[src/hdl/sfm_pkg.sv]
package sfm_pkg;

	localparam int MAX_NEEDLE    = 8;
	localparam int POSITION_BITS = 16;
	localparam int BYTE_BITS     = 8;
	localparam int NEEDLE_BITS   = MAX_NEEDLE * BYTE_BITS;
	localparam int LEN_BITS      = $clog2(MAX_NEEDLE + 1);
	localparam int CFG_LEN_BITS  = 4;
	localparam int CNT_BITS      = POSITION_BITS + 1;
	localparam int OUT_POS_BITS  = 16;
	localparam int CFG_DATA_BITS = 64;
	localparam int CFG_IDX_BITS  = 1;

	localparam int QUEUE_DEPTH   = 4;
	localparam int QPTR_BITS     = $clog2(QUEUE_DEPTH);
	localparam int QCNT_BITS     = $clog2(QUEUE_DEPTH + 1);

	localparam logic [CFG_IDX_BITS-1:0] REG_NEEDLE_BYTES  = CFG_IDX_BITS'(0);
	localparam logic [CFG_IDX_BITS-1:0] REG_NEEDLE_LENGTH = CFG_IDX_BITS'(1);

	localparam logic [BYTE_BITS-1:0] TERMINATOR = '0;

	// one queued haystack beat, already classified
	typedef struct packed {
		logic                 is_term;
		logic [BYTE_BITS-1:0] data;
	} item_t;

	typedef struct packed {
		logic [NEEDLE_BITS-1:0]  needle;
		logic [CFG_LEN_BITS-1:0] length;
	} cfg_t;

	typedef struct packed {
		logic  full;
		logic  empty;
		item_t head;
	} queue_status_t;

	// needle length after clamping and cutting at the first zero byte
	function automatic logic [LEN_BITS-1:0] eff_len(
		input logic [NEEDLE_BITS-1:0]  needle,
		input logic [CFG_LEN_BITS-1:0] length
	);
		logic [LEN_BITS-1:0] len;
		logic                cut;
		len = (length > CFG_LEN_BITS'(MAX_NEEDLE)) ? LEN_BITS'(MAX_NEEDLE)
		                                           : LEN_BITS'(length);
		cut = 1'b0;
		for (int i = 0; i < MAX_NEEDLE; i++) begin
			if (!cut && (LEN_BITS'(i) < len) &&
			    (needle[i*BYTE_BITS +: BYTE_BITS] == TERMINATOR)) begin
				len = LEN_BITS'(i);
				cut = 1'b1;
			end
		end
		return len;
	endfunction

endpackage

[src/hdl/sfm_front.sv]
module sfm_front (
	input  logic                          clk,
	input  logic                          arst_n,
	input  logic                          text_valid,
	output logic                          text_stall,
	input  logic [sfm_pkg::BYTE_BITS-1:0] text_byte,
	input  logic                          q_full,
	output logic                          q_push,
	output sfm_pkg::item_t                q_item
);

	logic           valid_s1;
	sfm_pkg::item_t item_s1;
	logic           take;

	assign q_push     = valid_s1 && !q_full;
	assign text_stall = valid_s1 && !q_full ? 1'b0 : valid_s1;
	assign take       = text_valid && !text_stall;
	assign q_item     = item_s1;

	always_ff @(posedge clk or negedge arst_n) begin
		if (!arst_n) begin
			valid_s1 <= 1'b0;
		end else if (take) begin
			valid_s1 <= 1'b1;
		end else if (q_push) begin
			valid_s1 <= 1'b0;
		end
	end

	always_ff @(posedge clk) begin
		if (take) begin
			item_s1.is_term <= (text_byte == sfm_pkg::TERMINATOR);
			item_s1.data    <= text_byte;
		end
	end

endmodule

[src/hdl/sfm_queue.sv]
module sfm_queue (
	input  logic                  clk,
	input  logic                  arst_n,
	input  logic                  push,
	input  sfm_pkg::item_t        push_item,
	input  logic                  pop,
	output sfm_pkg::queue_status_t status
);

	sfm_pkg::item_t                   entry_q [sfm_pkg::QUEUE_DEPTH];
	logic [sfm_pkg::QPTR_BITS-1:0]    wr_ptr_q;
	logic [sfm_pkg::QPTR_BITS-1:0]    rd_ptr_q;
	logic [sfm_pkg::QCNT_BITS-1:0]    count_q;
	logic                             do_push;
	logic                             do_pop;

	assign status.full  = (count_q == sfm_pkg::QCNT_BITS'(sfm_pkg::QUEUE_DEPTH));
	assign status.empty = (count_q == '0);
	assign status.head  = entry_q[rd_ptr_q];

	assign do_push = push && !status.full;
	assign do_pop  = pop && !status.empty;

	always_ff @(posedge clk or negedge arst_n) begin
		if (!arst_n) begin
			wr_ptr_q <= '0;
			rd_ptr_q <= '0;
			count_q  <= '0;
		end else begin
			if (do_push) begin
				wr_ptr_q <= wr_ptr_q + 1'b1;
			end
			if (do_pop) begin
				rd_ptr_q <= rd_ptr_q + 1'b1;
			end
			if (do_push && !do_pop) begin
				count_q <= count_q + 1'b1;
			end else if (do_pop && !do_push) begin
				count_q <= count_q - 1'b1;
			end
		end
	end

	always_ff @(posedge clk) begin
		if (do_push) begin
			entry_q[wr_ptr_q] <= push_item;
		end
	end

endmodule

[src/hdl/sfm_back.sv]
module sfm_back (
	input  logic                             clk,
	input  logic                             arst_n,
	input  sfm_pkg::cfg_t                    cfg,
	input  sfm_pkg::queue_status_t           q_status,
	output logic                             q_pop,
	output logic                             result_valid,
	input  logic                             result_stall,
	output logic                             found,
	output logic [sfm_pkg::OUT_POS_BITS-1:0] match_position,
	output logic                             too_long
);

	localparam int NB = sfm_pkg::BYTE_BITS;
	localparam int MN = sfm_pkg::MAX_NEEDLE;

	logic [NB-1:0]                    window_q [MN];
	logic [NB-1:0]                    win_new  [MN];
	logic [sfm_pkg::CNT_BITS-1:0]     bytes_seen_q;
	logic                             match_seen_q;
	logic [sfm_pkg::POSITION_BITS-1:0] first_start_q;

	logic                             out_valid_q;
	logic                             found_q;
	logic [sfm_pkg::OUT_POS_BITS-1:0] pos_q;
	logic                             too_long_q;

	logic                             out_free;
	logic                             do_byte;
	logic                             do_term;
	logic                             saturated;
	logic [sfm_pkg::CNT_BITS-1:0]     n;
	logic [sfm_pkg::LEN_BITS-1:0]     len;
	logic [MN:0]                      match_len;
	logic                             hit;

	assign out_free  = !out_valid_q || !result_stall;
	assign q_pop     = !q_status.empty && (!q_status.head.is_term || out_free);
	assign do_byte   = q_pop && !q_status.head.is_term;
	assign do_term   = q_pop && q_status.head.is_term;
	assign saturated = bytes_seen_q[sfm_pkg::POSITION_BITS];
	assign n         = bytes_seen_q + 1'b1;
	assign len       = sfm_pkg::eff_len(cfg.needle, cfg.length);

	// window after shifting in the head byte, newest at index 0
	always_comb begin
		win_new[0] = q_status.head.data;
		for (int k = 1; k < MN; k++) begin
			win_new[k] = window_q[k-1];
		end
	end

	// one compare lane per candidate needle length, all in parallel
	always_comb begin
		match_len = '0;
		for (int l = 1; l <= MN; l++) begin
			match_len[l] = 1'b1;
			for (int i = 0; i < MN; i++) begin
				if (i < l) begin
					if (win_new[l-1-i] != cfg.needle[i*NB +: NB]) begin
						match_len[l] = 1'b0;
					end
				end
			end
		end
	end

	assign hit = (len != '0) && (n >= sfm_pkg::CNT_BITS'(len)) && match_len[len];

	// window entries older than the current string never reach a compare:
	// the n >= len guard keeps them out, so no reset or clear is needed
	always_ff @(posedge clk) begin
		if (do_byte) begin
			for (int k = 0; k < MN; k++) begin
				window_q[k] <= win_new[k];
			end
		end
	end

	always_ff @(posedge clk or negedge arst_n) begin
		if (!arst_n) begin
			bytes_seen_q  <= '0;
			match_seen_q  <= 1'b0;
			first_start_q <= '0;
		end else if (do_term) begin
			bytes_seen_q  <= '0;
			match_seen_q  <= 1'b0;
			first_start_q <= '0;
		end else if (do_byte && !saturated) begin
			bytes_seen_q <= n;
			if (!match_seen_q) begin
				if (len == '0) begin
					match_seen_q  <= 1'b1;
					first_start_q <= '0;
				end else if (hit) begin
					match_seen_q  <= 1'b1;
					first_start_q <= sfm_pkg::POSITION_BITS'(n - sfm_pkg::CNT_BITS'(len));
				end
			end
		end
	end

	always_ff @(posedge clk or negedge arst_n) begin
		if (!arst_n) begin
			out_valid_q <= 1'b0;
		end else if (do_term) begin
			out_valid_q <= 1'b1;
		end else if (!result_stall) begin
			out_valid_q <= 1'b0;
		end
	end

	always_ff @(posedge clk) begin
		if (do_term) begin
			found_q    <= match_seen_q;
			pos_q      <= match_seen_q ? sfm_pkg::OUT_POS_BITS'(first_start_q) : '0;
			too_long_q <= saturated;
		end
	end

	assign result_valid   = out_valid_q;
	assign found          = found_q;
	assign match_position = pos_q;
	assign too_long       = too_long_q;

endmodule

[src/hdl/substring_first_match_top.sv]
// First-match substring search over a streamed, zero-terminated haystack.
// Load the needle (up to eight nonzero bytes, first byte in bits 7..0 of
// register 0) and its length (register 1) while the block is idle; a length
// above eight is clamped and a zero byte inside the needle ends it early.
// Then feed the haystack one byte per beat on text_*. Every nonzero byte is
// shifted into an eight-byte window that is compared combinationally with the
// needle; the offset of the first complete match is kept. A zero byte ends
// the string and produces exactly one result beat on result_*: found, the
// match offset (zero when not found) and too_long, which is set once the
// haystack reached 2^16 bytes (later matches are then ignored). An empty
// needle matches at offset 0 for any nonempty haystack. Rate: one byte per
// cycle sustained while result_stall does not back up the queue. A terminator
// passes the input stage, the four-entry queue and the compare and result
// register before its result beat. The compare unit retires one queue entry
// per cycle; a terminator waits in the queue only while the previous result
// is still held by result_stall, and the input stalls once the queue fills.
module substring_first_match_top (
	input  logic                              clk,
	input  logic                              arst_n,
	// configuration write channel
	input  logic                              cfg_valid,
	output logic                              cfg_ready,
	input  logic [sfm_pkg::CFG_IDX_BITS-1:0]  cfg_index,
	input  logic [sfm_pkg::CFG_DATA_BITS-1:0] cfg_data,
	// haystack bytes
	input  logic                              text_valid,
	output logic                              text_stall,
	input  logic [sfm_pkg::BYTE_BITS-1:0]     text_byte,
	// search results
	output logic                              result_valid,
	input  logic                              result_stall,
	output logic                              found,
	output logic [sfm_pkg::OUT_POS_BITS-1:0]  match_position,
	output logic                              too_long
);

	sfm_pkg::cfg_t          cfg_q;
	sfm_pkg::queue_status_t q_status;
	sfm_pkg::item_t         q_item;
	logic                   q_push;
	logic                   q_pop;

	// config regs always accept a beat
	assign cfg_ready = 1'b1;

	always_ff @(posedge clk or negedge arst_n) begin
		if (!arst_n) begin
			cfg_q <= '0;
		end else if (cfg_valid && cfg_ready) begin
			case (cfg_index)
				sfm_pkg::REG_NEEDLE_BYTES: begin
					cfg_q.needle <= sfm_pkg::NEEDLE_BITS'(cfg_data);
				end
				sfm_pkg::REG_NEEDLE_LENGTH: begin
					cfg_q.length <= cfg_data[sfm_pkg::CFG_LEN_BITS-1:0];
				end
				default: begin
					cfg_q <= cfg_q;
				end
			endcase
		end
	end

	// front: registers and classifies each beat (terminator or data)
	sfm_front u_front (
		.clk        (clk),
		.arst_n     (arst_n),
		.text_valid (text_valid),
		.text_stall (text_stall),
		.text_byte  (text_byte),
		.q_full     (q_status.full),
		.q_push     (q_push),
		.q_item     (q_item)
	);

	// short queue decouples input stalls from result stalls
	sfm_queue u_queue (
		.clk       (clk),
		.arst_n    (arst_n),
		.push      (q_push),
		.push_item (q_item),
		.pop       (q_pop),
		.status    (q_status)
	);

	// back: window compare, match tracking, result register
	sfm_back u_back (
		.clk            (clk),
		.arst_n         (arst_n),
		.cfg            (cfg_q),
		.q_status       (q_status),
		.q_pop          (q_pop),
		.result_valid   (result_valid),
		.result_stall   (result_stall),
		.found          (found),
		.match_position (match_position),
		.too_long       (too_long)
	);

endmodule
[config.mk]
export PLATFORM = sky130hd
export DESIGN_NAME = substring_first_match_top
export DESIGN_NICKNAME = d
export VERILOG_FILES = /design/src/hdl/sfm_pkg.sv /design/src/hdl/sfm_front.sv /design/src/hdl/sfm_queue.sv /design/src/hdl/sfm_back.sv /design/src/hdl/substring_first_match_top.sv
export SDC_FILE = /design/constraint.sdc
export NUM_CORES = 1
export LEC_CHECK = 0
export BUFFER_PORTS_ARGS = -buffer_cell sky130_fd_sc_hd__buf_2
export CELL_PAD_IN_SITES_DETAIL_PLACEMENT = 0
export CELL_PAD_IN_SITES_GLOBAL_PLACEMENT = 1
export CORE_ASPECT_RATIO = 0.5
export CORE_UTILIZATION = 53
export DETAILED_ROUTE_END_ITERATION = 12
export PLACE_DENSITY = 0.95
export SKIP_LAST_GASP = 1
export SYNTH_ARGS = -nofsm -noshare
export SYNTH_HDL_FRONTEND = slang
export SYNTH_SLANG_ARGS = --single-unit
[constraint.sdc]
create_clock -name clk -period 9.5 [get_ports clk]
set_input_delay 0.475 -clock clk [delete_from_list [all_inputs] [get_ports clk]]
set_output_delay 0.475 -clock clk [all_outputs]
set_load 0.02 [all_outputs]
==> results of run 1 <==
==> worst paths after layout <==
check	slack [ps]	start	cells after the start	to
min in group clk	130	text_byte[0]	1	u_front.q_item[0]$_DFFE_PP_
setup reg to reg	4550	cfg_q[29]$_DFFE_PN0P_	15	u_back.first_start_q[5]$_DFFE_PN0P_
max in group asynchronous	8180	arst_n	2	u_back.bytes_seen_q[1]$_DFFE_PN0P_
hold / removal	20	arst_n	1	cfg_q[24]$_DFFE_PN0P_
setup / recovery	4550	cfg_q[29]$_DFFE_PN0P_	15	u_back.first_start_q[5]$_DFFE_PN0P_
hold reg to reg	510	u_front.q_item[0]$_DFFE_PP_	0	u_queue.entry_q[0][0]$_DFFE_PP_
==> Yosys cell counts (5+ instances only) <==
cell type	count
sky130_fd_sc_hd__a21oi_1	7
sky130_fd_sc_hd__a31oi_1	5
sky130_fd_sc_hd__a32o_1	5
sky130_fd_sc_hd__and2_1	24
sky130_fd_sc_hd__and3_1	5
sky130_fd_sc_hd__buf_2	33
sky130_fd_sc_hd__buf_4	7
sky130_fd_sc_hd__clkbuf_1	49
sky130_fd_sc_hd__dfrtp_1	111
sky130_fd_sc_hd__edfxtp_1	119
sky130_fd_sc_hd__ha_1	9
sky130_fd_sc_hd__inv_1	10
sky130_fd_sc_hd__mux2_2	69
sky130_fd_sc_hd__mux2i_1	14
sky130_fd_sc_hd__mux4_1	6
sky130_fd_sc_hd__nand2_1	66
sky130_fd_sc_hd__nand3_1	32
sky130_fd_sc_hd__nand4_1	31
sky130_fd_sc_hd__nor2_1	24
sky130_fd_sc_hd__nor3_1	17
sky130_fd_sc_hd__nor4_1	70
sky130_fd_sc_hd__o21ai_0	22
sky130_fd_sc_hd__or4_1	7
sky130_fd_sc_hd__xnor2_1	75
sky130_fd_sc_hd__xor2_1	248
==> where the power goes <==
group          leakage, nW  switching, W  internal (W)
Clock                0.332      0.000398      0.000481
Sequential            2.51      0.000633       0.00147
Combinational         2.83       0.00119      0.000740
==> logic make-up after synthesis <==
logic type	after synthesis	share of synthesized area (%)
adder cells (fa/ha/maj)	12	1.23
AO/OA/AOI/OAI	68	3.86
buffers and inverters	105	3.75
XOR/XNOR	323	21.4
AND/OR/NAND/NOR	306	13.1
other	1	0.0284
multiplexers	92	8.64
flip-flops	230	48.0
==> stage by stage <==
step                      hold WS [ps]  utilization [%]  setup WS (ps)
after global placement             466             56.7           4870
after detailed placement           494             56.7           4710
after CTS                         43.4             59.6           4670
after floorplan                    179                -           5480
after global routing              77.1             59.6           4360
final                             15.1             59.6           4550
==> routing by layer <==
metal / share of wire [%] / track usage, %
met5: 0 / 0
met4: 1.9 / 6.80
met3: 8.4 / 6.26
met2: 45 / 52.5
met1: 45 / 49.2
==> registers in the layout, indices dropped and copies added, names as in the netlist, 2 cells and up <==
name                   cells
u_queue.entry_q           36
u_back.window_q           56
u_front.q_item             9
cfg_q                     68
u_queue.rd_ptr_q           2
u_back.bytes_seen_q       17
u_queue.wr_ptr_q           2
u_queue.count_q            3
u_back.first_start_q      16
u_back.match_position     16
==> worst max-delay path: stages (launching register included) <==
cell                       delay (ps)
sky130_fd_sc_hd__dfrtp_1          490
sky130_fd_sc_hd__nor4_1           940
sky130_fd_sc_hd__nand2_1          200
sky130_fd_sc_hd__nand2_1          390
sky130_fd_sc_hd__o211ai_2         250
sky130_fd_sc_hd__a22o_1           230
sky130_fd_sc_hd__a21oi_1          250
sky130_fd_sc_hd__ha_1             300
sky130_fd_sc_hd__a21o_1           210
sky130_fd_sc_hd__o21ai_0          220
sky130_fd_sc_hd__a211oi_2         110
sky130_fd_sc_hd__nor3_4           270
sky130_fd_sc_hd__nand3_2          130
sky130_fd_sc_hd__o31a_1           370
sky130_fd_sc_hd__nand2_4          250
sky130_fd_sc_hd__mux2i_1          240
==> cell type report <==
| cell class | instances | area, sq um |
|---|---|---|
| fillers | 2009 | 9800 |
| multi-input cells | 802 | 6390 |
| flip-flops and latches | 230 | 6350 |
| clock buffers | 29 | 608 |
| repair buffers | 103 | 533 |
| well taps | 336 | 420 |
| clock inverters | 11 | 87.6 |
| inverters | 10 | 37.5 |
==> impl_metrics.csv, run 1 <==
group,metric,value,unit
layout,num-nets-final,1258,
yosys,post-synth-top-area-fraction,27.0,%
sta,worst_slew_pin_slew,1100,ps
yosys,synth_largest_area_cell,"sky130_fd_sc_hd__edfxtp_1",
yosys,yosys-top-cells-area,"sky130_fd_sc_hd__edfxtp_1 27%, sky130_fd_sc_hd__dfrtp_1 21%, sky130_fd_sc_hd__xor2_1 16%",
layout,layout.cells.most_common_list,"248 x sky130_fd_sc_hd__xor2_1, 119 x sky130_fd_sc_hd__edfxtp_1, 111 x sky130_fd_sc_hd__dfrtp_1",
sta,fin_worst_skew,24.8,ps
yosys,synth_seq_cells,230,
yosys,ys_seq_area_share,48.0,%
layout,finalNonFillerCells,1521,
drt,via_count,9304,
worst_hold_path,holdCritPathClass,"input pin to asynchronous set/reset pin",
cts,worstSkewPairLatency,540,ps
yosys,mappedNetlistArea,0.0132,sq mm
floorplan,io_pins,99,
drt,routed_wirelength,42300,microns
drt,detail_route.drc_violations,0,
layout,design_area,0.0144,sq mm
yosys,syn_inst,1137,
global_routing,antenna_found_initial,0,
cts,cts-root-buf,"sky130_fd_sc_hd__clkbuf_16",
cts,cts.sinks,230,
sta,timing.final.crit_share,52.2,%
floorplan,floorplan.die.width,225,microns
pwr,fin_total_pwr,0.00491,W
critical_path,crit_arrival,5390,ps
sta,setup_viol,0,
yosys,ys_types,75,
floorplan,starting_utilization_of_the_core_area,54.6,%
drt,drt_first_pass_iters,5,
yosys,syn-mean-instance-area,11.6,sq um
yosys,ys_async_sr_fraction,48.3,%
yosys,dominantRegCellSynth,"sky130_fd_sc_hd__edfxtp_1",
pwr,power-per-cell-area,340,mW/mm^2
sta,maxClockFrequency,202,MHz
critical_path,critical_path.endpoint_type,"register",
layout,layout.cells.most_common,"sky130_fd_sc_hd__xor2_1",
cts,ctsHoldBuffers,0,
floorplan,total_core_area,0.0242,sq mm
placed_design,post_dp_cell_area,0.0137,sq mm
cts,cts_setup_buffers,0,
yosys,synthesis.nets,1226,
cts,tritoncts,"done",
placed_design,dpl.cell_count,1481,
placed_design,gpl.final_weighted_congestion,0.985,
sta,timing.final.max_slew_violations,0,
sta,finalSetupTns,0,ps
pwr,irDropWorstVdd,0.176,mV
floorplan,fp.dieH,114,microns
cts,clkTransAtPathRegs,80,ps
sta,timing.max_slew.rel_slack,25.7,%
sta,final_hold_viol_count,0,
critical_path,cp-start-kind,"register",
outcome,run_status,"finished clean",
global_routing,grt_max_degree,65,
yosys,synth_enable_flop_cells,119,
sta,rsz0062_at_grt,"false",
sta,layout_min_cycle_time,4950,ps
critical_path,critical_path_class,"register to register",
drt,ant_nets,0,
floorplan,floorplan.die_area,0.0256,sq mm
placed_design,port-buffer-count,97,
cts,cts_max_path_buffers,3,
drt,detailedRoute.firstIterationViolations,1086,
layout,area_growth,9.12,%
critical_path,worstPathMaxFanout,16,
drt,wl_per_cell,27.8,microns
pwr,total_leakage_power,5.68,nW
global_routing,track_usage,33.7,%
placed_design,place_hpwl,30600,microns
global_routing,grt.overflow.total,0,
flow_run,max-cap-violations,0,
drt,detail_route.vias_per_cell,6.12,
yosys,yosysWarnings,0,
global_routing,vias_in_the_first_global_route,9246,
cts,tritoncts.num_buffers,22,
cts,post_cts_resize_count,0,
layout,drive_above_1_share,19.7,%
critical_path,required_worst_endpoint,9940,ps
floorplan,fp-row-count,40,
layout,num_antenna_cells,0,
global_routing,grt_first_pass_wirelength,61700,microns
cts,h-tree-depth,1,
No activity file was read; power rests on OpenSTA's default activity.
==> run 2: changes to the inputs <==
--- a/config.mk
+++ b/config.mk
@@ -9,9 +9,9 @@
 export CELL_PAD_IN_SITES_DETAIL_PLACEMENT = 0
 export CELL_PAD_IN_SITES_GLOBAL_PLACEMENT = 1
 export CORE_ASPECT_RATIO = 0.5
-export CORE_UTILIZATION = 53
+export CORE_UTILIZATION = 49
 export DETAILED_ROUTE_END_ITERATION = 12
-export PLACE_DENSITY = 0.95
+export PLACE_DENSITY = 0.91
 export SKIP_LAST_GASP = 1
 export SYNTH_ARGS = -nofsm -noshare
 export SYNTH_HDL_FRONTEND = slang
==> constraint.sdc (replaced) <==
create_clock -name clk -period 4.8 [get_ports clk]
set_input_delay 0.24 -clock clk [delete_from_list [all_inputs] [get_ports clk]]
set_output_delay 0.24 -clock clk [all_outputs]
set_load 0.02 [all_outputs]
==> run 2 against run 1 <==
Net effect: maximum frequency up 12%; utilization is 1.4 points lower; critical path type unchanged; via count increased by 3.2%; largest cell class unchanged; register-to-register slack worse by 4200 ps; critical path depth is the same; first-iteration DRC count shrank 9.0%; flip-flop and latch count unchanged.
==> impl_metrics.csv, run 2 (synthesis gave the netlist of run 1 again) <==
group,metric,value,unit
outcome,run_status,"finished clean",
sta,timing.final.max_slew_violations,0,
layout,design_area,0.0154,sq mm
critical_path,crit_start,"cfg_q[13]$_DFFE_PN0P_",
layout,num_antenna_cells,0,
drt,routed_wirelength,42900,microns
global_routing,track_usage,31.8,%
critical_path,critical_path.max_stage_delay,580,ps
critical_path,crit_chain,"or4_1 > nor2_1 > o21ba_1 > nor2_1 > a22o_1 > a21oi_1 > ha_1 > a21o_1 > o21ai_0 > a211oi_2 > nor3_4 > nand3_2 > o31a_1 > nand2_4 > mux2i_1",
critical_path,required_worst_endpoint,5230,ps
drt,drt_first_pass_iters,6,
pwr,fin_total_pwr,0.00972,W
global_routing,grt.met1_usage,44.8,%
global_routing,vias_in_the_first_global_route,9672,
drt,detail_route.vias_per_cell,5.85,
worst_hold_path,holdCritPathClass,"input pin to asynchronous set/reset pin",
layout,layout.cells.most_common,"sky130_fd_sc_hd__xor2_1",
global_routing,top_usage_layer,"met2",
global_routing,grt.overflow.total,0,
placed_design,dpl.cell_count,1525,
floorplan,total_core_area,0.0265,sq mm
cts,tritoncts.num_buffers,23,
critical_path,critical_path_class,"register to register",
floorplan,fp-row-count,42,
critical_path,crit_arrival,4850,ps
sta,layout_min_cycle_time,4420,ps
floorplan,floorplan.die_area,0.0277,sq mm
critical_path,r2r_slack,380,ps
layout,regMostFlops,"cfg_q",
sta,timing.max_slew.rel_slack,25.8,%
floorplan,starting_utilization_of_the_core_area,49.9,%
layout,layout.cells.most_common_list,"248 x sky130_fd_sc_hd__xor2_1, 119 x sky130_fd_sc_hd__edfxtp_1, 111 x sky130_fd_sc_hd__dfrtp_1",
cts,tritoncts,"done",
layout,fillerInstances,2192,
cts,cts_setup_buffers,0,
global_routing,met2_usage,48.1,%
global_routing,use_met3,9.39,%
critical_path,crit_top_cell,"sky130_fd_sc_hd__nor2_1",
drt,wl_per_cell,26.1,microns
sta,maxClockFrequency,226,MHz
sta,final_hold_viol_count,0,
floorplan,floorplan.die.width,234,microns
critical_path,cell_type_of_the_slowest_stage_on_the_worst_timing_path,"sky130_fd_sc_hd__or4_1",
cts,h-tree-depth,1,
critical_path,cp.buffers_inverters,0,
sta,fin_worst_skew,31.5,ps
pwr,irDropWorstVdd,0.388,mV
cts,ctsHoldBuffers,75,
sta,timing.final.crit_share,92.0,%
critical_path,cp-start-kind,"register",
layout,drive_above_1_share,20.4,%
pwr,power-per-cell-area,631,mW/mm^2
sta,finalSetupTns,0,ps
global_routing,grt_first_pass_wirelength,63500,microns
drt,via_count,9598,
sta,worst_slew_pin_slew,1100,ps
cts,worstSkewPairLatency,540,ps
pwr,total_leakage_power,6.13,nW
placed_design,post_dp_cell_area,0.0140,sq mm
cts,cts-root-buf,"sky130_fd_sc_hd__clkbuf_16",
placed_design,place_hpwl,30500,microns
critical_path,endpoint_of_the_most_critical_register_to_register_path,"u_back.first_start_q[11]$_DFFE_PN0P_",
floorplan,io_pins,99,
layout,reg_top3,"cfg_q x68, u_back.window_q x56, u_queue.entry_q x36",
critical_path,critical_path.top_delay_family,"compound AO/OA/AOI/OAI gates",
layout,num-nets-final,1362,
cts,post_cts_resize_count,0,
drt,detailedRoute.firstIterationViolations,988,
critical_path,worstSetupPathDepth,15,
drt,detail_route.drc_violations,0,
placed_design,gpl.final_weighted_congestion,0.993,
placed_design,port-buffer-count,97,
critical_path,worstPathMaxFanout,16,
sta,hold_ws,95.4,ps
cts,clkTransAtPathRegs,70,ps
global_routing,antenna_found_initial,0,
critical_path,critical_path.endpoint_type,"register",
drt,ant_nets,0,
cts,cts.sinks,230,
sta,setup_viol,0,
floorplan,fp.dieH,118,microns
flow_run,max-cap-violations,0,
critical_path,crit_end,"u_back.first_start_q[11]$_DFFE_PN0P_",
sta,rsz0062_at_grt,"false",
critical_path,rr_startpoint,"cfg_q[13]$_DFFE_PN0P_",
critical_path,reg2regPathDepth,15,
layout,number_of_flip_flops_under_the_largest_register_name,68,
global_routing,grt_max_degree,58,
cts,cts_max_path_buffers,3,
layout,area_growth,16.5,%
layout,finalNonFillerCells,1642,
-- run 2: metrics by stage --
| step | utilization [%] | setup slack, ps |
|---|---|---|
| 5_1_grt | 58.1 | 107 |
| 2_1_floorplan | - | 776 |
| 6_report | 58.1 | 383 |
| 3_3_place_gp | 52.7 | 530 |
| 4_1_cts | 58.1 | 397 |
| 3_5_place_dp | 52.7 | 395 |
-- run 2: worst min path at each step --
stage / end / startpoint / slack (ps) / cells past startpoint
after floorplan: cfg_q[0]$_DFFE_PN0P_ / arst_n / -60 / 0
after global placement: u_back.bytes_seen_q[6]$_DFFE_PN0P_ / arst_n / 80 / 1
after detailed placement: u_back.bytes_seen_q[7]$_DFFE_PN0P_ / arst_n / 90 / 1
after CTS: u_back.bytes_seen_q[7]$_DFFE_PN0P_ / arst_n / 80 / 2
after global routing: u_back.bytes_seen_q[6]$_DFFE_PN0P_ / arst_n / 110 / 2
final: u_back.bytes_seen_q[7]$_DFFE_PN0P_ / arst_n / 100 / 2
-- run 2: metal layers --
layer | vias up | wire length (microns)
met2 | 416 | 19000
met1 | 4820 | 19000
met4 | 0 | 1050
met5 | - | 0
li1 | 4282 | -
met3 | 80 | 3880
-- run 2: where the power goes --
part	leakage [nW]	switching (W)	internal [W]
combinational	3.29	0.00238	0.00157
sequential	2.51	0.00113	0.00291
clock	0.329	0.000821	0.000905
-- run 2: final cells by class --
type | instances | area (sq um) | share of cell area (%)
Clock buffer | 31 | 606 | 3.93
Clock inverter | 11 | 81.3 | 0.528
Inverter | 10 | 37.5 | 0.244
Multi-Input combinational cell | 802 | 6390 | 41.5
Sequential cell | 230 | 6350 | 41.2
Tap cell | 352 | 440 | 2.86
Timing Repair Buffer | 206 | 1490 | 9.70
